--- src/hdl/qrnn_pkg.sv ---
// Shared types, codes and the tanh activation table of the QRNN word scorer.
package qrnn_pkg;

  localparam int MAX_DIMS   = 64;
  localparam int MAX_CELLS  = 64;
  localparam int MAX_WINDOW = 4;
  localparam int GATES      = 3;

  localparam logic [63:0] TANH_STEP_Q30 = 64'd67021619;

  typedef enum logic [1:0] {
    OP_CONV_WR = 2'd0,
    OP_BIAS_WR = 2'd1,
    OP_OUTW_WR = 2'd2,
    OP_ELEM    = 2'd3
  } op_e;

  typedef enum logic [1:0] {
    REG_DIMS   = 2'd0,
    REG_CELLS  = 2'd1,
    REG_WINDOW = 2'd2,
    REG_BIAS   = 2'd3
  } reg_e;

  typedef enum logic [1:0] {
    GATE_Z = 2'd0,
    GATE_F = 2'd1,
    GATE_O = 2'd2
  } gate_e;

  typedef enum logic [2:0] {
    MUL_NONE = 3'd0,
    MUL_TAP  = 3'd1,
    MUL_FC   = 3'd2,
    MUL_FZ   = 3'd3,
    MUL_CO   = 3'd4,
    MUL_CW   = 3'd5
  } mul_op_e;

  typedef enum logic [4:0] {
    ST_IDLE, ST_BIAS, ST_TAP, ST_DRN1, ST_DRN2, ST_GRND, ST_GACT,
    ST_CRD, ST_FC, ST_FZ, ST_CWT, ST_CUPD, ST_CO, ST_COWT, ST_CORND,
    ST_CW, ST_SWT, ST_SRND, ST_SCORE
  } state_e;

  typedef struct packed {
    logic    take;
    logic    bias_rd;
    logic    tap_rd;
    mul_op_e mul_op;
    logic    gate_rnd;
    logic    sum_rnd;
    logic    gate_act;
    logic    cell_rd;
    logic    cell_wr;
    logic    co_rnd;
    logic    out_load;
    logic    word_done;
  } cmd_t;

  typedef logic signed [15:0] tanh_rom_t [256];

  // Builds the table by the tanh addition recursion, with a shift-subtract divide.
  function automatic tanh_rom_t build_tanh_rom();
    tanh_rom_t   rom;
    logic [63:0] t;
    logic [63:0] num;
    logic [63:0] den;
    logic [63:0] quo;
    logic [63:0] rem;
    logic [63:0] qv;
    t = 64'd0;
    rom[128] = 16'sd0;
    for (int k = 1; k <= 128; k++) begin
      num = (t + TANH_STEP_Q30) << 30;
      den = (64'd1 << 30) + ((t * TANH_STEP_Q30) >> 30);
      quo = 64'd0;
      rem = 64'd0;
      for (int i = 63; i >= 0; i--) begin
        rem = {rem[62:0], num[i]};
        if (rem >= den) begin
          rem = rem - den;
          quo[i] = 1'b1;
        end
      end
      t = quo;
      qv = (t * 64'd4096 + (64'd1 << 29)) >> 30;
      if (k < 128) begin
        rom[128 + k] = $signed(qv[15:0]);
      end
      rom[128 - k] = -$signed(qv[15:0]);
    end
    return rom;
  endfunction

  localparam tanh_rom_t TANH_ROM = build_tanh_rom();

  function automatic logic signed [15:0] tanh_q(input logic signed [15:0] x);
    logic [16:0] s;
    logic [7:0]  idx;
    s   = {x[15], x} + 17'd32896;
    idx = s[16] ? 8'hFF : s[15:8];
    return TANH_ROM[idx];
  endfunction

  function automatic logic [12:0] sigmoid_q(input logic signed [15:0] x);
    logic signed [15:0] h;
    logic signed [15:0] t;
    logic [16:0]        s;
    h = x >>> 1;
    t = tanh_q(h);
    s = 17'd4097 + {t[15], t};
    return s[13:1];
  endfunction

endpackage

--- src/hdl/qrnn_ctrl.sv ---
// Sequencer of the QRNN word scorer: walks cells, gates and convolution taps.
module qrnn_ctrl #(
  parameter int MaxDims   = qrnn_pkg::MAX_DIMS,
  parameter int MaxCells  = qrnn_pkg::MAX_CELLS,
  parameter int MaxWindow = qrnn_pkg::MAX_WINDOW,
  localparam int KW  = (MaxDims > 1) ? $clog2(MaxDims) : 1,
  localparam int CIW = (MaxCells > 1) ? $clog2(MaxCells) : 1,
  localparam int WW  = (MaxWindow > 1) ? $clog2(MaxWindow) : 1
) (
  input  logic             clk_i,
  input  logic             rst_ni,
  input  logic             in_valid_i,
  output logic             in_ready_o,
  input  logic [1:0]       opcode_i,
  input  logic             word_end_i,
  output logic             out_valid_o,
  input  logic             out_ready_i,
  input  logic [6:0]       dims_i,
  input  logic [6:0]       cells_i,
  input  logic [2:0]       window_i,
  output qrnn_pkg::cmd_t   cmd_o,
  output logic [CIW-1:0]   c_o,
  output logic [1:0]       g_o,
  output logic [KW-1:0]    k_o,
  output logic [WW-1:0]    m_o,
  output logic [WW-1:0]    age_o
);
  import qrnn_pkg::*;

  state_e         state_q, state_d;
  logic [CIW-1:0] c_q, c_d;
  logic [1:0]     g_q, g_d;
  logic [KW-1:0]  k_q, k_d;
  logic [WW-1:0]  m_q, m_d;
  logic           out_valid_q, out_valid_d;
  logic [KW:0]    dims_eff;
  logic [CIW:0]   cells_eff;
  logic [WW:0]    win_eff;
  logic [WW:0]    age_full;
  logic           take;
  logic           word_in;
  logic           k_last, m_last, c_last;
  logic           out_free;

  assign dims_eff  = (int'(dims_i) > MaxDims) ? (KW+1)'(MaxDims) : (KW+1)'(dims_i);
  assign cells_eff = (int'(cells_i) > MaxCells) ? (CIW+1)'(MaxCells) : (CIW+1)'(cells_i);
  always_comb begin
    if (window_i == 3'd0) begin
      win_eff = (WW+1)'(1);
    end else if (int'(window_i) > MaxWindow) begin
      win_eff = (WW+1)'(MaxWindow);
    end else begin
      win_eff = (WW+1)'(window_i);
    end
  end

  assign in_ready_o = (state_q == ST_IDLE);
  assign take       = in_valid_i && in_ready_o;
  assign word_in    = take && (opcode_i == OP_ELEM) && word_end_i;
  assign k_last     = ({1'b0, k_q} == dims_eff - (KW+1)'(1));
  assign m_last     = ({1'b0, m_q} == win_eff - (WW+1)'(1));
  assign c_last     = ({1'b0, c_q} == cells_eff - (CIW+1)'(1));
  assign out_free   = !out_valid_q || out_ready_i;
  assign age_full   = win_eff - (WW+1)'(1) - {1'b0, m_q};

  assign c_o   = c_q;
  assign g_o   = g_q;
  assign k_o   = k_q;
  assign m_o   = m_q;
  assign age_o = age_full[WW-1:0];
  assign out_valid_o = out_valid_q;

  // Next state and loop counters.
  always_comb begin
    state_d = state_q;
    c_d = c_q;
    g_d = g_q;
    k_d = k_q;
    m_d = m_q;
    unique case (state_q)
      ST_IDLE: begin
        if (word_in) begin
          c_d = '0;
          g_d = '0;
          k_d = '0;
          m_d = '0;
          state_d = (cells_eff == '0) ? ST_SWT : ST_BIAS;
        end
      end
      ST_BIAS: begin
        k_d = '0;
        m_d = '0;
        state_d = (dims_eff == '0) ? ST_DRN1 : ST_TAP;
      end
      ST_TAP: begin
        if (k_last) begin
          k_d = '0;
          m_d = m_q + WW'(1);
          if (m_last) begin
            state_d = ST_DRN1;
          end
        end else begin
          k_d = k_q + KW'(1);
        end
      end
      ST_DRN1:  state_d = ST_DRN2;
      ST_DRN2:  state_d = ST_GRND;
      ST_GRND:  state_d = ST_GACT;
      ST_GACT: begin
        if (g_q == GATE_O) begin
          state_d = ST_CRD;
        end else begin
          g_d = g_q + 2'd1;
          state_d = ST_BIAS;
        end
      end
      ST_CRD:   state_d = ST_FC;
      ST_FC:    state_d = ST_FZ;
      ST_FZ:    state_d = ST_CWT;
      ST_CWT:   state_d = ST_CUPD;
      ST_CUPD:  state_d = ST_CO;
      ST_CO:    state_d = ST_COWT;
      ST_COWT:  state_d = ST_CORND;
      ST_CORND: state_d = ST_CW;
      ST_CW: begin
        if (c_last) begin
          state_d = ST_SWT;
        end else begin
          c_d = c_q + CIW'(1);
          g_d = '0;
          state_d = ST_BIAS;
        end
      end
      ST_SWT:   state_d = ST_SRND;
      ST_SRND:  state_d = ST_SCORE;
      ST_SCORE: begin
        if (out_free) begin
          state_d = ST_IDLE;
        end
      end
      default:  state_d = ST_IDLE;
    endcase
  end

  // Commands to the datapath.
  always_comb begin
    cmd_o = '0;
    cmd_o.mul_op = MUL_NONE;
    cmd_o.take = take;
    unique case (state_q)
      ST_BIAS:  cmd_o.bias_rd  = 1'b1;
      ST_TAP:   cmd_o.tap_rd   = 1'b1;
      ST_GRND:  cmd_o.gate_rnd = 1'b1;
      ST_GACT:  cmd_o.gate_act = 1'b1;
      ST_CRD:   cmd_o.cell_rd  = 1'b1;
      ST_FC:    cmd_o.mul_op   = MUL_FC;
      ST_FZ:    cmd_o.mul_op   = MUL_FZ;
      ST_CUPD:  cmd_o.cell_wr  = 1'b1;
      ST_CO:    cmd_o.mul_op   = MUL_CO;
      ST_CORND: cmd_o.co_rnd   = 1'b1;
      ST_CW:    cmd_o.mul_op   = MUL_CW;
      ST_SRND:  cmd_o.sum_rnd  = 1'b1;
      ST_SCORE: begin
        cmd_o.out_load  = out_free;
        cmd_o.word_done = out_free;
      end
      default: ;
    endcase
  end

  always_comb begin
    out_valid_d = out_valid_q;
    if (cmd_o.out_load) begin
      out_valid_d = 1'b1;
    end else if (out_ready_i) begin
      out_valid_d = 1'b0;
    end
  end

  always_ff @(posedge clk_i or negedge rst_ni) begin
    if (!rst_ni) begin
      state_q     <= ST_IDLE;
      c_q         <= '0;
      g_q         <= '0;
      k_q         <= '0;
      m_q         <= '0;
      out_valid_q <= 1'b0;
    end else begin
      state_q     <= state_d;
      c_q         <= c_d;
      g_q         <= g_d;
      k_q         <= k_d;
      m_q         <= m_d;
      out_valid_q <= out_valid_d;
    end
  end

endmodule

--- config.mk ---
export PLATFORM = sky130hd
export DESIGN_NAME = qrnn_ctrl
export DESIGN_NICKNAME = d
export VERILOG_FILES = /design/src/hdl/qrnn_pkg.sv /design/src/hdl/qrnn_ctrl.sv
export SDC_FILE = /design/constraint.sdc
export NUM_CORES = 1
export LEC_CHECK = 0
export BUFFER_PORTS_ARGS = -buffer_cell sky130_fd_sc_hd__buf_2
export CAP_MARGIN = 40
export CORE_ASPECT_RATIO = 0.9
export CORE_UTILIZATION = 57
export CTS_CLUSTER_DIAMETER = 50
export DETAILED_ROUTE_END_ITERATION = 7
export GPL_TIMING_DRIVEN = 0
export PLACE_DENSITY = 0.86
export SKIP_LAST_GASP = 1
export SLEW_MARGIN = 0
export SYNTH_ARGS = -nofsm -noshare
export SYNTH_HDL_FRONTEND = slang
export SYNTH_SLANG_ARGS = --single-unit
--- constraint.sdc ---
create_clock -name clk_i -period 4.3 [get_ports clk_i]
set_input_delay 0.86 -clock clk_i [delete_from_list [all_inputs] [get_ports clk_i]]
set_output_delay 0.86 -clock clk_i [all_outputs]
set_load 0.02 [all_outputs]
-- Word-level counts from Yosys, hierarchy flattened
Index checks and enable logic that the tools add are counted.
- muxes and demuxes: 36
- eq/ne operators: 29
- $add $sub $neg: 8
- $lt $le $gt $ge: 3
- reductions and logical operators: 18
- operator list (kind ; count):
    $pmux W5 S19 ; 1
    $eq A5 B4 Y1 const B ; 8
    $mux W5 ; 6
    $eq A5 B3 Y1 const B ; 4
    $mux W6 ; 3
    $pmux W6 S3 ; 1
    $eq A5 B5 Y1 const B ; 3
    $eq A6 B7 Y1 ; 2
    $gt A7 B7 Y1 const B ; 2
    $logic_not A7 Y1 ; 2
    $mux W7 ; 2
    $sub A7 B1 Y7 const B ; 2
    $add A6 B1 Y6 const B ; 2
    $pmux W2 S3 ; 2
    $pmux W3 S4 ; 1
    $pmux W6 S2 ; 1
    $mux W1 ; 11
    $eq A5 B2 Y1 const B ; 2
    $mux W2 ; 5
    $ne A2 B2 Y1 const B ; 5
    $mux W3 ; 3
    $reduce_and A4 Y1 ; 2
    $reduce_and A3 Y1 ; 2
    $reduce_bool A3 Y1 ; 2
    other kinds (15) ; 20
- output and inout bits: 34
- word-level logic and storage cells: 100
- register bits after elaboration: 22
- input bits: 24

-- Longest topological paths before layout
Gate-level depths: netlist of run 1.
- depth after elaboration: 8
- gate-level depth with buffers: 10
- mapped depth without buffers: 9

-- Least setup slack after synthesis of run 1
OpenSTA, ideal clock, no wires.
- path type: input to register
- start point: input cells_i[6]
- end point: register g_q[1], in the netlist g_o[1]
- data required time: 4.175 ns
- cell stages on the path: 9
- slack: 1.449 ns
- buffers on the path: 1
- setup time: 0.125 ns
- arrival: 2.726 ns
- cell sequence: buf_4 -> nand2b_1 -> ha_1 -> xor2_1 -> xnor2_1 -> nand3_1 -> nor4_4 -> a21oi_2 -> mux2_4
- longest elaborated chain between the ends: 6
- ends and longest elaborated chain (what ; RTL line ; source):
    from (decl) ; qrnn_ctrl.sv:19 ; input logic [6:0] cells_i,
    $gt A7 B7 Y1 ; qrnn_ctrl.sv:46 ; assign cells_eff = (int'(cells_i) > MaxCells) ? (CIW+1)'(MaxCells) : (CIW+1)'(cells_i);
    $mux W7 (*) ; qrnn_ctrl.sv:46 ;
    $sub A7 B1 Y7 (*) ; qrnn_ctrl.sv:62 ; assign c_last = ({1'b0, c_q} == cells_eff - (CIW+1)'(1));
    $eq A6 B7 Y1 (*) ; qrnn_ctrl.sv:62 ;
    $ne A2 B2 Y1 (no line) (*) ; -- ;
    $reduce_and A4 Y1 (no line) (*) ; -- ;
    to (signal assigned) ; qrnn_ctrl.sv:191 ; g_q <= g_d;
    to (decl) ; qrnn_ctrl.sv:32 ; logic [1:0] g_q, g_d;
Every way passes the cells marked *; elsewhere a longest branch is shown, timed or not.
A chain may end at the register's enable or synchronous reset.

-- Worst setup path in the final report of run 1
- start point: input dims_i[6]
- end point: register k_q[5], in the netlist k_o[5]
- longest elaborated chain between the ends: 6
- ends and longest elaborated chain (what ; RTL line ; source):
    from (decl) ; qrnn_ctrl.sv:18 ; input logic [6:0] dims_i,
    $gt A7 B7 Y1 ; qrnn_ctrl.sv:45 ; assign dims_eff = (int'(dims_i) > MaxDims) ? (KW+1)'(MaxDims) : (KW+1)'(dims_i);
    $mux W7 (*) ; qrnn_ctrl.sv:45 ;
    $sub A7 B1 Y7 (*) ; qrnn_ctrl.sv:60 ; assign k_last = ({1'b0, k_q} == dims_eff - (KW+1)'(1));
    $eq A6 B7 Y1 (*) ; qrnn_ctrl.sv:60 ;
    $mux W6 (*) ; qrnn_ctrl.sv:96 ; if (k_last) begin
    $pmux W6 S3 (*) ; qrnn_ctrl.sv:80 ; unique case (state_q)
    to (signal assigned) ; qrnn_ctrl.sv:192 ; k_q <= k_d;
    to (decl) ; qrnn_ctrl.sv:33 ; logic [KW-1:0] k_q, k_d;
Marked as above.

==> impl_metrics.toml, run 1 <==
[sta]
slew_headroom_pct = 58.86
setup_violations = 0
setup_slack_ns = 1.200
worstMarginPinSlew_ns = 0.6149
final.period_utilization_pct = 72.10
fin_crit_ns = 3.100
grt_setup_unrepaired = "false"
finalHoldViolCount = 0
slew_violations = 0
tns_ns = 0
hold-worst-slack_ns = 0.5495
clock_skew_ns = 0.001574
fmax_mhz = 322.5

[pwr]
ir_drop_mv = 0.3215
total_power_mw = 0.8978
power.density_nw_per_um2 = 366.7
p_leak_nw = 1.143

[synthesis]
syn_area_sq_um = 2042
ys_warn_count = 0
ys_seq_area_share_pct = 26.96
synth_top_family_by_area = "simple AND/OR/NAND/NOR gates"
syn_area_per_cell_sq_um = 8.201
synth_edf_count = 0
synth_cell_types = 51
synth_mux_area_share_pct = 2.696
synth_ff_type = "dfrtp_1"
synth_fa_ha_area_share_pct = 4.902
synthSimpleGateAreaFrac_pct = 31.43
async_flop_share_pct = 100.0
synth_nets = 281
synth_compound_area_share_pct = 21.75
synth-xor-area-share_pct = 6.434
synth_cells = 249
ys_ff_latch = 22

[critical_path]
arrival_ns = 3.26
end_kind = "flip-flop"
cp-start-kind = "input pin"
cpPeakStageDelay_ns = 0.56
path_cells = "buf_2 > buf_2 > nand2b_1 > ha_1 > nor3b_2 > xor2_1 > o311ai_1 > nor4_4 > nor2_2 > a221o_1"
r2r_start = "state_q[3]"
worstSetupPathType = "input pin to flip-flop"
worst-path-buf-inv = 2
reg2reg_slack_ns = 2.00
critPathMaxFanout = 10
critPathMostFrequentCell = "buf_2"
startpoint = "dims_i[6]"
cp.required_ns = 4.46
path_delay_family = "simple AND/OR/NAND/NOR gates"
worst_path_max_delay_cell = "nor4_4"
ff2ff_path_depth = 7
r2r_end = "c_o[2]"
worstSetupPathDepth = 10
endpoint = "k_o[5]"

[placed_design]
pre_cts_ws_ns = 0.9424
dp.cells = 349
dp_hpwl_um = 3785
port_buffers = 56
postPlaceCellArea_sq_um = 2377
gp_congestion = 0.8904

[floorplan]
rows = 20
fp.dieW_um = 65.09
dieArea_sq_um = 3826
start_util_pct = 60.00
io_pins = 58
chipHeight_um = 58.78
fp.coreArea_sq_um = 3403

[cells_and_area]
stdcell_area_sq_um = 2449
drive_gt1_share_pct = 25.24
post-route-util_pct = 71.95
nets = 342
num_antenna_cells = 0
instances_no_fill = 353
area_growth_pct = 19.91

[clock_tree]
post_cts_buffers = 0
post_cts_resized = 0
clk_pin_slew_ns = 0.08
cts_sinks = 22
hold_buffers = 0
htreeDepth = 1
root_buffer = "clkbuf_8"
cts_tree = "done"
clkLatencyLatePin_ns = 0.26
clockBufferDepth = 2
cts_buffers = 3

[job]
maxCapViolCount = 0

[grt]
antenna_found_initial = 0
grt_pass1_vias = 1817
grt_max_degree = 23
gr-usage-all-layers_pct = 27.58
grt_first_pass_wirelength_um = 8280
grt.overflow.total = 0

[detailed_routing]
drtAntennaViolNets = 0
first_pass_iters = 5
wl_per_cell_um = 13.99
drc = 0
routed_wl_um = 4937
dr.first_iter.drc_count = 165
vias = 2116
viasPerCell = 5.994

[status]
status = "completed"

[worst_hold_path]
hold_class = "input pin to asynchronous set/reset pin"
==> registers in the layout, summed over array words and instances, names as in the netlist <==
signal / count
c_o: 6
out_valid_o: 1
m_o: 2
g_o: 2
state_q: 5
k_o: 6
==> per-layer routing <==
layer / part of all wire, % / GRT usage, %
met5: 0 / 0
met1: 48 / 38.02
met2: 45 / 44.49
met3: 6.3 / 5.426
met4: 1.1 / 7.453
==> report_power, final <==
group	internal (mW)	switching [mW]
clock	0.124	0.0711
combinational	0.166	0.224
sequential	0.250	0.0627
==> how the worst min path moves through the flow <==
stage / to / slack, ns / startpoint / cells past startpoint
floorplan: c_o[0] / 0.56 / rst_ni / 0
CTS: g_o[1] / 0.56 / g_o[1] / 1
global placement: g_o[1] / 0.53 / g_o[1] / 1
detailed placement: g_o[1] / 0.54 / g_o[1] / 1
global route: c_o[4] / 0.59 / rst_ni / 1
finish: state_q[2] / 0.55 / rst_ni / 1
==> worst register-to-register path, delay by kind of cell, from the launching register on <==
kind / cells / cell delay, ns
buffers and inverters: 1 / 0.19
DFF: 1 / 0.36
AOI/OAI and AO/OA: 3 / 0.40
and+or+nand+nor: 2 / 0.79
muxes: 1 / 0.43
==> area by class of cell <==
class                      instances  area [sq um]
clock buffer                       3         41.29
sequential                        22         550.5
multi-input combinational        200          1373
buffer                            11         58.81
clock inverter                     1         30.03
fill                             287         954.7
inverter                          16         60.06
timing repair buffer              56         280.3
tap                               44         55.05
==> placed cells by master, fill, tap and decap left out, types with 5 or more instances in the layout <==
cell type	netlist	final
buf_2	2	58
xnor2_1	7	7
nor2b_1	11	11
nor2_1	22	22
and3_1	7	7
nor4_1	5	5
nand2_1	13	13
nand3_1	8	8
nor3_1	8	8
dfrtp_1	22	22
xor2_1	8	8
nand2b_1	9	9
a21oi_1	14	14
clkbuf_1	5	5
inv_1	16	16
o21ai_0	11	11
o2bb2ai_1	5	5
ha_1	8	8
==> kinds of logic after synthesis <==
logic type | after synthesis
xor gates and xnor gates | 15
buffers and inverters | 27
AOI/OAI and AO/OA | 63
muxes | 5
and+or+nand+nor | 109
DFF | 22
adders and majority gates | 8
==> synth_stat cells (all sizes together) (4+ instances only) <==
master | n | area [sq um]
nand2b | 9 | 56.30
nor4 | 7 | 73.82
dfrtp | 22 | 550.5
a21oi | 15 | 78.83
nor2b | 11 | 68.82
ha | 8 | 100.1
xnor2 | 7 | 61.31
mux2i | 4 | 40.04
o21bai | 4 | 30.03
o21ai | 11 | 55.05
and3 | 7 | 43.79
buf | 6 | 40.04
nor3 | 12 | 80.08
nand2 | 13 | 48.80
xor2 | 8 | 70.07
clkbuf | 5 | 18.77
nand3 | 8 | 40.04
nor2 | 23 | 88.84
nor3b | 4 | 35.03
o2bb2ai | 5 | 43.79
inv | 16 | 60.06
No activity file was read; power rests on OpenSTA's default activity.
==> run 2: changes to the inputs <==
CORE_UTILIZATION = 53   (was 57)
PLACE_DENSITY = 0.81   (was 0.86)
clock period = 2.9 ns   (was 4.3 ns; I/O delays follow)
==> run 2 against run 1 <==
Final area increased by 0.10%. First-iteration DRC count increased by 41%. Non-clock buffer count unchanged. Critical endpoint unchanged.
==> impl_metrics.toml, run 2 (synthesis results as in run 1) <==
[status]
status = "completed"

[sta]
slew_headroom_pct = 55.49
clock_skew_ns = 0.001290
tns_ns = 0
finalHoldViolCount = 0
hold-worst-slack_ns = 0.2767
fin_crit_ns = 2.725
setup_violations = 0
slew_violations = 0
final.period_utilization_pct = 93.98
grt_setup_unrepaired = "false"
fmax_mhz = 366.9
worstMarginPinSlew_ns = 0.6652

[critical_path]
cp.required_ns = 3.06
critPathMostFrequentCell = "buf_2"
worst_path_max_delay_cell = "nor4_4"
arrival_ns = 2.88
end_kind = "flip-flop"
path_cells = "buf_2 > buf_2 > nand2b_1 > ha_1 > nor3b_2 > xor2_1 > o311ai_1 > nor4_4 > nor2_2 > a221o_1"
path_delay_family = "simple AND/OR/NAND/NOR gates"
worst-path-buf-inv = 2
critPathMaxFanout = 10
cp-start-kind = "input pin"
cpPeakStageDelay_ns = 0.52
worstSetupPathType = "input pin to flip-flop"

[detailed_routing]
first_pass_iters = 4
vias = 2066
wl_per_cell_um = 13.84
routed_wl_um = 4913
dr.first_iter.drc_count = 233
viasPerCell = 5.820
drtAntennaViolNets = 0
drc = 0

[grt]
gr-usage-all-layers_pct = 25.36
grt_first_pass_wirelength_um = 7900
grt_pass1_vias = 1746
grt.overflow.total = 0
antenna_found_initial = 0
grt_max_degree = 23

[placed_design]
gp_congestion = 0.8903
dp_hpwl_um = 3637
port_buffers = 56

[cells_and_area]
fillCellCount = 331
num_antenna_cells = 0
drive_gt1_share_pct = 25.24
mostFrequentLayoutCells = "buf_2, nor2_1, dfrtp_1"
nets = 342
area_growth_pct = 20.04
final_common_cell = "buf_2"

[clock_tree]
cts_tree = "done"
post_cts_resized = 0
root_buffer = "clkbuf_8"
cts_sinks = 22
post_cts_buffers = 0
hold_buffers = 0
cts_buffers = 3
htreeDepth = 1
clockBufferDepth = 2
clk_pin_slew_ns = 0.09
clkLatencyLatePin_ns = 0.27

[floorplan]
dieArea_sq_um = 4105
rows = 21
io_pins = 58
fp.dieW_um = 67.43
fp.coreArea_sq_um = 3705
start_util_pct = 55.12
chipHeight_um = 60.89

[pwr]
p_leak_nw = 1.143
power_frac_comb_pct = 43.2
seqPwrFrac_pct = 34.7
ir_drop_mv = 0.4778
power.density_nw_per_um2 = 547.0
switchingPower_mw = 0.5397
power.internal_mw = 0.8009
power.share.clock_pct = 22.1
switching_share_pct = 40.26

[job]
maxCapViolCount = 0

[worst_hold_path]
hold_class = "input pin to asynchronous set/reset pin"
## run 2: final cells by class
class / instances / area [sq um] / area share, %
Multi-Input combinational cell: 200 / 1373 / 56.00
Sequential cell: 22 / 550.5 / 22.46
Timing Repair Buffer: 56 / 280.3 / 11.43
Inverter: 16 / 60.06 / 2.450
Buffer: 11 / 58.81 / 2.399
Tap cell: 46 / 57.56 / 2.348
Clock buffer: 3 / 41.29 / 1.685
Clock inverter: 1 / 30.03 / 1.225
## run 2: path summary, 6_finish.rpt
kind / start / endpoint / slack [ns] / cells after the start
setup / recovery: dims_i[6] / k_o[5] / 0.17 / 10
hold / removal: rst_ni / g_o[1] / 0.28 / 1
setup reg to reg: state_q[3] / c_o[1] / 0.60 / 6
hold reg to reg: g_o[1] / g_o[1] / 0.56 / 1
max in group asynchronous: rst_ni / k_o[2] / 2.27 / 1
min in group clk_i: g_o[1] / g_o[1] / 0.56 / 1
## run 2: through the flow
step	instances	cell area, sq um	setup slack [ns]	utilization, %	total power [mW]
floorplan	249	2042	0.3285	-	0.8637
global placement	351	2380	-0.1119	64.24	1.028
detailed placement	351	2380	-0.1385	64.24	1.042
CTS	355	2451	0.1232	66.16	1.341
global route	355	2451	0.04854	66.16	1.441
finish	355	2451	0.1745	66.16	1.341
## run 2: layer usage
layer / global-route usage [%] / vias up / wire [um]
met5: 0 / - / 0
met4: 5.167 / 0 / 21
met3: 4.323 / 4 / 234
met2: 37.43 / 64 / 2070
met1: 38.52 / 967 / 2586
li1: - / 1031 / -
## run 2: worst reg2reg max path, stage by stage, from the launching register on
cell and delay [ns]:
dfrtp_1 0.37, clkbuf_1 0.19, or3_1 0.44, nor3_2 0.36, mux2i_1 0.41, a21boi_0 0.29, o2bb2ai_1 0.11
## run 2: power groups by stage
stage,registers (mW),clock network (mW),logic (mW)
6_report,0.465,0.296,0.579
5_1_grt,0.479,0.317,0.645
4_1_cts,0.462,0.298,0.581
3_5_place_dp,0.468,0,0.574
3_3_place_gp,0.467,0,0.561
2_1_floorplan,0.528,0,0.336
